<file path="src/rtl/picture_column_post_decoder_top_defines.svh">
// Assertion macros for the picture column post decoder.
// Used by picture_column_post_decoder_top; expects clk and rst in scope.
`ifndef PICTURE_COLUMN_POST_DECODER_TOP_DEFINES_SVH
`define PICTURE_COLUMN_POST_DECODER_TOP_DEFINES_SVH

// Same-cycle implication, checked out of reset
`define PCPD_ASSERT_NOW(label, cond_a, cond_b) \
  label: assert property (@(posedge clk) disable iff (rst) (cond_a) |-> (cond_b)) \
    else $error("pcpd same-cycle check failed");

// Next-cycle implication, checked out of reset
`define PCPD_ASSERT_NEXT(label, cond_a, cond_b) \
  label: assert property (@(posedge clk) disable iff (rst) (cond_a) |=> (cond_b)) \
    else $error("pcpd next-cycle check failed");

`endif

</file>
<file path="src/rtl/pcpd_pkg.sv">
// Shared types and constants of the picture column post decoder.
// No dependencies; used by pcpd_parser and picture_column_post_decoder_top.
`default_nettype none

package pcpd_pkg;

  // Picture limits
  localparam int MAX_WIDTH = 512;
  localparam int MAX_ROWS  = 512;

  // Field widths
  localparam int BYTE_W  = 8;
  localparam int COL_W   = 9;
  localparam int ROW_W   = 9;
  localparam int ADDR_W  = 18;
  localparam int DIM_W   = 10;
  localparam int EFF_W_W = $clog2(MAX_WIDTH + 1);

  // Byte that closes a column
  localparam logic [BYTE_W-1:0] TERMINATOR = 8'hFF;

  // Configuration register indexes
  typedef enum logic [0:0] {
    REG_PICTURE_WIDTH  = 1'b0,
    REG_PICTURE_HEIGHT = 1'b1
  } cfg_reg_t;

  // One parsed result between parser and address stage
  typedef struct packed {
    logic             col_end;
    logic [COL_W-1:0] col;
    logic [ROW_W-1:0] row;
    logic [BYTE_W-1:0] value;
  } item_t;

endpackage

`default_nettype wire

</file>
<file path="src/rtl/pcpd_parser.sv">
// Post parser: walks top offset, length, pads and pixel bytes of a column.
// Depends on pcpd_pkg. State advances on each accepted byte.
`default_nettype none

module pcpd_parser (
  input  wire logic                        clk,
  input  wire logic                        rst,
  input  wire logic                        accept,
  input  wire logic [pcpd_pkg::BYTE_W-1:0] stream_byte,
  input  wire logic [pcpd_pkg::COL_W-1:0]  column_index,
  input  wire logic                        column_start,
  output logic                             item_valid,
  output pcpd_pkg::item_t                  item
);

  typedef enum logic [2:0] {
    PH_TOP  = 3'd0,
    PH_LEN  = 3'd1,
    PH_PAD1 = 3'd2,
    PH_PIX  = 3'd3,
    PH_PAD2 = 3'd4,
    PH_DONE = 3'd5
  } phase_t;

  phase_t                      phase, phase_next, phase_cur;
  logic [pcpd_pkg::BYTE_W-1:0] post_top, post_top_next;
  logic [pcpd_pkg::BYTE_W-1:0] post_remaining, post_remaining_next;
  logic [pcpd_pkg::BYTE_W-1:0] post_row_index, post_row_index_next;
  logic [pcpd_pkg::BYTE_W-1:0] remaining_dec;

  // A column start always restarts at the top offset
  assign phase_cur     = column_start ? PH_TOP : phase;
  assign remaining_dec = post_remaining - 8'd1;

  // Next state and result for the byte on the inputs
  always_comb begin
    phase_next          = phase_cur;
    post_top_next       = post_top;
    post_remaining_next = post_remaining;
    post_row_index_next = post_row_index;
    item_valid          = 1'b0;
    item.col_end        = 1'b0;
    item.col            = column_index;
    item.row            = pcpd_pkg::ROW_W'(post_top) + pcpd_pkg::ROW_W'(post_row_index);
    item.value          = stream_byte;
    unique case (phase_cur)
      PH_TOP: begin
        if (stream_byte == pcpd_pkg::TERMINATOR) begin
          phase_next   = PH_DONE;
          item_valid   = 1'b1;
          item.col_end = 1'b1;
          item.row     = '0;
          item.value   = '0;
        end else begin
          post_top_next = stream_byte;
          phase_next    = PH_LEN;
        end
      end
      PH_LEN: begin
        post_remaining_next = stream_byte;
        post_row_index_next = '0;
        phase_next          = PH_PAD1;
      end
      PH_PAD1: begin
        phase_next = (post_remaining != '0) ? PH_PIX : PH_PAD2;
      end
      PH_PIX: begin
        item_valid          = 1'b1;
        post_remaining_next = remaining_dec;
        post_row_index_next = post_row_index + 8'd1;
        if (remaining_dec == '0) begin
          phase_next = PH_PAD2;
        end
      end
      PH_PAD2: begin
        phase_next = PH_TOP;
      end
      default: begin
        phase_next = PH_DONE;
      end
    endcase
  end

  // Parser state
  always_ff @(posedge clk) begin
    if (rst) begin
      phase          <= PH_TOP;
      post_top       <= '0;
      post_remaining <= '0;
      post_row_index <= '0;
    end else if (accept) begin
      phase          <= phase_next;
      post_top       <= post_top_next;
      post_remaining <= post_remaining_next;
      post_row_index <= post_row_index_next;
    end
  end

endmodule

`default_nettype wire

</file>
<file path="src/rtl/picture_column_post_decoder_top.sv">
// Top level of the picture column post decoder: stream ports, config port,
// parsed-item register and address stage. Depends on pcpd_pkg, pcpd_parser
// and picture_column_post_decoder_top_defines.svh.
`default_nettype none

// Takes one byte of column post data per cycle and gives at most one result
// per byte: a pixel write (column, row, row*width+column, value), an
// overflowed pixel with the write cleared, or a column end marker. The parser
// decides the item into the parsed-item register, then the second stage does
// the row-times-width multiply and the height check into the output register.
// The stages are elastic, so a byte is taken every cycle as long as the result
// side keeps up; while a result waits, bytes are still taken until one yields
// an item. Write picture_width and picture_height only while idle; both reset
// to 1. Widths above 512 act as 512.
`include "picture_column_post_decoder_top_defines.svh"

module picture_column_post_decoder_top (
  input  wire logic        clk,
  input  wire logic        rst,
  // Input bytes
  input  wire logic        s_tvalid,
  output logic             s_tready,
  input  wire logic [23:0] s_tdata,  // stream_byte[7:0], column_index[16:8], zero pad
  input  wire logic [0:0]  s_tuser,  // column_start
  // Results
  output logic             m_tvalid,
  input  wire logic        m_tready,
  output logic [47:0]      m_tdata,  // pixel_column[8:0], pixel_row[17:9],
                                     // pixel_address[35:18], pixel_value[43:36], zero pad
  output logic [2:0]       m_tuser,  // pixel_write, column_end, row_overflow
  // Configuration writes
  input  wire logic        cfg_valid,
  output logic             cfg_ready,
  input  wire logic [0:0]  cfg_index,
  input  wire logic [9:0]  cfg_data
);

  localparam int PROD_W = pcpd_pkg::ROW_W + pcpd_pkg::EFF_W_W + 1;

  logic [pcpd_pkg::DIM_W-1:0]   picture_width;
  logic [pcpd_pkg::DIM_W-1:0]   picture_height;
  logic [pcpd_pkg::EFF_W_W-1:0] width_eff;

  logic            in_accept;
  logic            item_valid;
  pcpd_pkg::item_t item;

  logic            s1_valid;
  pcpd_pkg::item_t s1_item;
  logic            s1_ready;
  logic            s2_ready;
  logic            s1_move;

  logic [PROD_W-1:0]           addr_full;
  logic                        over;
  logic                        out_write;
  logic                        out_end;
  logic                        out_over;
  logic [pcpd_pkg::COL_W-1:0]  out_col;
  logic [pcpd_pkg::ROW_W-1:0]  out_row;
  logic [pcpd_pkg::ADDR_W-1:0] out_addr;
  logic [pcpd_pkg::BYTE_W-1:0] out_value;

  // Configuration registers
  assign cfg_ready = 1'b1;

  always_ff @(posedge clk) begin
    if (rst) begin
      picture_width  <= pcpd_pkg::DIM_W'(1);
      picture_height <= pcpd_pkg::DIM_W'(1);
    end else if (cfg_valid && cfg_ready) begin
      unique case (cfg_index)
        pcpd_pkg::REG_PICTURE_WIDTH:  picture_width  <= cfg_data;
        pcpd_pkg::REG_PICTURE_HEIGHT: picture_height <= cfg_data;
        default: ;
      endcase
    end
  end

  // Handshake chain
  assign s2_ready  = !m_tvalid || m_tready;
  assign s1_ready  = !s1_valid || s2_ready;
  assign s1_move   = s1_valid && s2_ready;
  assign s_tready  = s1_ready;
  assign in_accept = s_tvalid && s_tready;

  pcpd_parser u_parser (
    .clk          (clk),
    .rst          (rst),
    .accept       (in_accept),
    .stream_byte  (s_tdata[7:0]),
    .column_index (s_tdata[16:8]),
    .column_start (s_tuser[0]),
    .item_valid   (item_valid),
    .item         (item)
  );

  // Parsed-item register
  always_ff @(posedge clk) begin
    if (rst) begin
      s1_valid <= 1'b0;
    end else if (in_accept && item_valid) begin
      s1_valid <= 1'b1;
    end else if (s2_ready) begin
      s1_valid <= 1'b0;
    end
  end

  always_ff @(posedge clk) begin
    if (in_accept && item_valid) begin
      s1_item <= item;
    end
  end

  // Address and height check
  assign width_eff = (32'(picture_width) < pcpd_pkg::MAX_WIDTH) ?
                     pcpd_pkg::EFF_W_W'(picture_width) :
                     pcpd_pkg::EFF_W_W'(pcpd_pkg::MAX_WIDTH);
  assign addr_full = PROD_W'(s1_item.row) * PROD_W'(width_eff) + PROD_W'(s1_item.col);
  assign over      = (32'(s1_item.row) >= 32'(picture_height)) ||
                     (32'(s1_item.row) >= pcpd_pkg::MAX_ROWS);

  // Result register
  always_ff @(posedge clk) begin
    if (rst) begin
      m_tvalid <= 1'b0;
    end else if (s1_move) begin
      m_tvalid <= 1'b1;
    end else if (m_tready) begin
      m_tvalid <= 1'b0;
    end
  end

  always_ff @(posedge clk) begin
    if (s1_move) begin
      out_col <= s1_item.col;
      if (s1_item.col_end) begin
        out_write <= 1'b0;
        out_end   <= 1'b1;
        out_over  <= 1'b0;
        out_row   <= '0;
        out_addr  <= '0;
        out_value <= '0;
      end else begin
        out_write <= !over;
        out_end   <= 1'b0;
        out_over  <= over;
        out_row   <= s1_item.row;
        out_addr  <= pcpd_pkg::ADDR_W'(addr_full);
        out_value <= s1_item.value;
      end
    end
  end

  assign m_tdata = {4'd0, out_value, out_addr, out_row, out_col};
  assign m_tuser = {out_over, out_end, out_write};

  // Checks
  `PCPD_ASSERT_NOW(a_end_no_pixel, m_tvalid && m_tuser[1], !m_tuser[0] && !m_tuser[2])
  `PCPD_ASSERT_NOW(a_write_not_over, m_tvalid && m_tuser[0], !m_tuser[2])
  `PCPD_ASSERT_NEXT(a_item_held, s1_valid && !s2_ready, s1_valid)

endmodule

`default_nettype wire

</file>
<file path="config.mk">
export PLATFORM = sky130hd
export DESIGN_NAME = picture_column_post_decoder_top
export DESIGN_NICKNAME = d
export VERILOG_FILES = /design/src/rtl/pcpd_pkg.sv /design/src/rtl/pcpd_parser.sv /design/src/rtl/picture_column_post_decoder_top.sv
export VERILOG_INCLUDE_DIRS = /design/src /design/src/rtl
export SDC_FILE = /design/constraint.sdc
export NUM_CORES = 1
export LEC_CHECK = 0
export ABC_AREA = 1
export CAP_MARGIN = 20
export CORE_UTILIZATION = 45
export CTS_CLUSTER_DIAMETER = 50
export DETAILED_ROUTE_END_ITERATION = 16
export DONT_BUFFER_PORTS = 1
export HOLD_SLACK_MARGIN = 0.08
export SLEW_MARGIN = 5
export SYNTH_ARGS = -nofsm -noshare
export SYNTH_HDL_FRONTEND = slang
export SYNTH_SLANG_ARGS = --single-unit
export TNS_END_PERCENT = 100
</file>
<file path="constraint.sdc">
create_clock -name clk -period 6.2 [get_ports clk]
set_input_delay 0.62 -clock clk [delete_from_list [all_inputs] [get_ports clk]]
set_output_delay 0.62 -clock clk [all_outputs]
set_load 0.05 [all_outputs]
</file>
# Yosys cells after proc, flatten, opt, wreduce, memory -nomap -nowiden
# Cells that the tools add are included.
[word_totals]
regBits = 123
inputBits = 41
[op_classes]
add_sub_neg = 4
order_cmp = 2
mul = 1
n_bitwise = 2
eq_ne = 5
n_reduce_logical = 18
n_mux = 17
[ops]
columns = ["op", "count"]
rows = [
  ["$mux 17", 2],
  ["$pmux 8 s2", 2],
  ["$add 18x9->18", 1],
  ["$mul 9x10->18", 1],
  ["$pmux 3 s5", 1],
  ["$mux 3", 4],
  ["$ge 9x10->1", 1],
  ["$lt 10x10->1 const B", 1],
  ["$mux 10", 1],
  ["$add 8x8->9", 1],
  ["$add 8x1->8 const B", 1],
  ["$eq 8x8->1 const B", 1],
  ["$logic_not 8->1", 1],
  ["$reduce_bool 8->1", 1],
  ["$sub 8x1->8 const B", 1],
  ["$eq 3x2->1 const B", 2],
  ["$mux 1", 6],
  ["$reduce_and 2->1", 3],
  ["$reduce_bool 2->1", 3],
  ["$eq 3x1->1 const B", 1],
  ["$eq 3x3->1 const B", 1],
  ["$logic_and 1x1->1", 3],
  ["$logic_not 1->1", 3],
  ["$logic_not 3->1", 1],
  ["other kinds (4)", 6],
]

# Longest topological paths before layout
[depth]
depth_word = 6
mapped_depth = 25
mapped_depth_nobuf = 24

# By module
# From an unflattened synthesis, not the netlist that was laid out.
[hier_totals]
cells_unflattened = 1055
area_unflattened_um2 = 8847.2
[by_module_without_submodules]
columns = ["mod", "cells_per_inst", "seq_area_each_um2", "area_per_inst_um2", "instances"]
rows = [
  ["picture_column_post_decoder_top", 760, 2662.6, 6907.9, 1],
  ["pcpd_parser", 295, 540.5, 1939.4, 1],
]

# Worst setup path before layout
# Ideal clock, no wire load.
[synth_path]
path_kind = "reg2reg"
start = "register picture_width[9] in the netlist's numbering"
end = "register out_addr[13] in the netlist's numbering, data pin"
n_path_buf = 1
setup_time_ps = 261
setup_slack_ps = 1259
t_arrival_ps = 4680
path_stages_with_launch = 21
required_time_ps = 5939
path_cell_list = "dfxtp_1 > buf_2 > clkinv_1 > nand2_1 > inv_1 > nand2_1 > fa_1 > fa_1 > inv_1 > fa_1 > fa_1 > inv_1 > fa_1 > inv_1 > ha_1 > a21o_1 > a21oi_1 > nand2_1 > a21o_1 > o21ai_0 > a21oi_1"
[synth_between]
elab_chain_cells = 4
[synth_lines]
columns = ["item", "line_no", "text"]
rows = [
  ["start: declaration", "picture_column_post_decoder_top.sv:40", "logic [pcpd_pkg::DIM_W-1:0] picture_width;"],
  ["start signal: assignment", "picture_column_post_decoder_top.sv:69", "picture_width <= pcpd_pkg::DIM_W'(1);"],
  ["start signal: assignment", "picture_column_post_decoder_top.sv:73", "pcpd_pkg::REG_PICTURE_WIDTH: picture_width <= cfg_data;"],
  ["$lt 10x10->1", "picture_column_post_decoder_top.sv:116", "assign width_eff = (32'(picture_width) < pcpd_pkg::MAX_WIDTH) ?"],
  ["$mux 10 *", "picture_column_post_decoder_top.sv:116", ""],
  ["$mul 9x10->18 *", "picture_column_post_decoder_top.sv:119", "assign addr_full = PROD_W'(s1_item.row) * PROD_W'(width_eff) + PROD_W'(s1_item.col);"],
  ["$add 18x9->18 *", "picture_column_post_decoder_top.sv:119", ""],
  ["end signal: assignment", "picture_column_post_decoder_top.sv:149", "out_addr <= pcpd_pkg::ADDR_W'(addr_full);"],
  ["end: declaration", "picture_column_post_decoder_top.sv:61", "logic [pcpd_pkg::ADDR_W-1:0] out_addr;"],
]
# Mark *: on every way between the ends. The rest lies on a longest branch, timed or not.
# A chain may end at the register's enable or synchronous reset.

# Worst setup path in the final report
# Ends and elaborated chain as after synthesis.

==> results.sh <==
export IMPL_status="finished, final reports clean"
export IMPL_synth_area_um2=8600
export IMPL_ys_ff_latch=123
export IMPL_period_share=0.894
export IMPL_cts_hold_fix_buffers=0
export IMPL_synth_edf_count=74
export IMPL_startpoint="picture_width[9]"
export IMPL_drc=0
export IMPL_diodes=0
export IMPL_crit_chain="clkinv_1 > nand2_1 > inv_1 > nand2_1 > fa_1 > fa_1 > inv_1 > fa_1 > fa_1 > inv_1 > fa_1 > inv_1 > ha_1 > a21o_1 > a21oi_1 > nand2_1 > a21o_1 > o21ai_0 > a21oi_1"
export IMPL_setup_viol=0
export IMPL_clock_sink_count=123
export IMPL_synth_area_mux_share=0
export IMPL_grt_start_max_net_pins=48
export IMPL_clk_path_buf_depth=2
export IMPL_synthFlopType="edfxtp_1"
export IMPL_ir_drop_uv=193
export IMPL_drtPass1Iterations=5
export IMPL_tightest_slew_ps=1020
export IMPL_ys_top_cells_by_count="inv_1 (173), nand2_1 (147), nor2_1 (138)"
export IMPL_yosys_area_top_type="edfxtp_1"
export IMPL_crit_top_cell="fa_1"
export IMPL_slowest_delay_ps=550
export IMPL_hp_class="input port to flip-flop"
export IMPL_post_cts_setup_buffers=0
export IMPL_crit_family="adder cells"
export IMPL_crit_fanout=10
export IMPL_htreeDepth=4
export IMPL_num_vias=6276
export IMPL_synth_simple_area_share=0.178
export IMPL_design_area_um2=9380
export IMPL_postPlaceCellArea_um2=8810
export IMPL_std_cell_rows=50
export IMPL_hold_violations=0
export IMPL_die_height_um=140
export IMPL_min_delay_start="rst"
export IMPL_antenna_found_initial=0
export IMPL_clk_pin_slew_ps=70
export IMPL_fin_crit_ps=5540
export IMPL_gp_congestion=0.861
export IMPL_overflow=0
export IMPL_crit_slowest_cell="fa_1"
export IMPL_ys_seq_area_frac=0.372
export IMPL_synth_top_area_frac=0.258
export IMPL_drt_iter0_drc=290
export IMPL_drt_antenna_violating_nets=0
export IMPL_dieArea_um2=19700
export IMPL_async_reset_ff_frac=0
export IMPL_worstPathRequired_ps=6370
export IMPL_cts_root_buf="clkbuf_16"
export IMPL_fp_dieW_um=140
export IMPL_power_density_nw_per_um2=251
export IMPL_synthXorXnorAreaFrac=0.00713
export IMPL_fin_setup_tns_ps=0
export IMPL_cts_resized=0
export IMPL_synth_warnings=0
export IMPL_synthCells=968
export IMPL_skew_ps=12.9
export IMPL_cts_tree="done"
export IMPL_wl_per_cell_um=15.2
export IMPL_grt_usage=0.201
export IMPL_syn_area_per_cell_um2=8.89
export IMPL_routed_wl_um=18500
export IMPL_synth_compound_area_frac=0.0983
export IMPL_portBuffers=0
export IMPL_rsz0062_at_grt="no"
export IMPL_numCtsBuffers=17
export IMPL_synth_most_common_cell="inv_1"
export IMPL_initial_core_util=0.460
export IMPL_grt_pass1_wl_um=30500
export IMPL_syn2layout_area_growth_pct=9.08
export IMPL_cp_arrival_ps=5710
export IMPL_drive_above_1_share=0.0621
export IMPL_crit_type="flip-flop to flip-flop"
export IMPL_synth_cell_type_count=46
export IMPL_insertion_delay_ps=430
export IMPL_drv_slew=0
export IMPL_r2r_start="picture_width[9]"
export IMPL_crit_buf_inv=5
export IMPL_grt_pass1_vias=6048
export IMPL_avgViaCountPerCell=5.16
export IMPL_ios=95
export IMPL_max_freq_mhz=180
export IMPL_worstSetupStartpointType="flip-flop"
export IMPL_finish_net_count=1145
export IMPL_p_leak_uw=0.00446
export IMPL_core_um2=18700
export IMPL_synthAdderAreaFrac=0.249
export IMPL_synth_top_family_by_area="adder cells"
export IMPL_synth_area_top_cells="edfxtp_1 (26%), fa_1 (14%), dfxtp_1 (11%)"
export IMPL_dp_hpwl_um=14300
export IMPL_cp_end_kind="flip-flop"
export IMPL_cap_viol_max_count=0
export IMPL_slew_headroom=0.321
[per-stage QoR]
step	instances	utilization	power, µW	hold slack (ps)	setup WS, ps
detailed placement	1185	0.471	1390	447	670
finish	1216	0.502	2350	256	655
global route	1216	0.502	2490	238	216
global placement	1185	0.471	1390	435	685
CTS	1216	0.502	2370	242	660
floorplan	971	-	1290	426	1260
[path summary, 6_finish.rpt]
kind | end | slack [ps] | cells after the start
min reg2reg | out_col[0] | 460 | 0
max reg2reg | out_addr[13] | 660 | 19
max | out_addr[13] | 660 | 19
min | u_parser.phase[1] | 260 | 1
[power breakdown]
part           total, µW  switching, µW  internal (µW)
registers            895           15.7            879
logic                484            316            168
clock network        972            381            591
[registers in the layout (all words and copies together), names as in the netlist, 3 cells and up]
name and cells:
s1_item 27, out_addr 18, picture_height 10, picture_width 10, out_col 9, out_row 9, out_value 8, u_parser.post_remaining 8
u_parser.post_row_index 8, u_parser.post_top 8, u_parser.phase 3
[layout make-up]
cell class,instances,area (µm²)
inverters,179,672
flip-flops and latches,123,3200
well taps,234,293
repair buffers,4,30.0
fillers,1727,9320
clock inverters,13,143
multi-input cells,645,4610
clock buffers,18,429
[kinds of logic after synthesis]
family,Yosys count
simple gates,349
buf+inv,203
compound gates,150
fa+ha+maj,134
flops,123
xor+xnor,7
other cells,2
[per-layer routing]
metal / vias up / GRT usage / wire, µm / part of all wire
met1: 2970 / 0.270 / 8720 / 0.47
met3: 23 / 0.0438 / 975 / 0.053
met4: 0 / 0.0694 / 263 / 0.014
met5: - / 0 / 0 / 0
met2: 170 / 0.321 / 8530 / 0.46
li1: 3113 / - / - / -
[cells in the final DEF, fill, tap and decap left out, types with 6 or more instances in the layout]
master and count:
a21oi_1 69, a31oi_1 6, clkbuf_16 17, dfxtp_1 49, edfxtp_1 74, fa_1 62, ha_1 72, inv_1 173
nand2_1 147, nand3_1 26, nand4_1 10, nor2_1 138, nor3_1 10, o21ai_0 50
(Power assumes the default switching activity.)
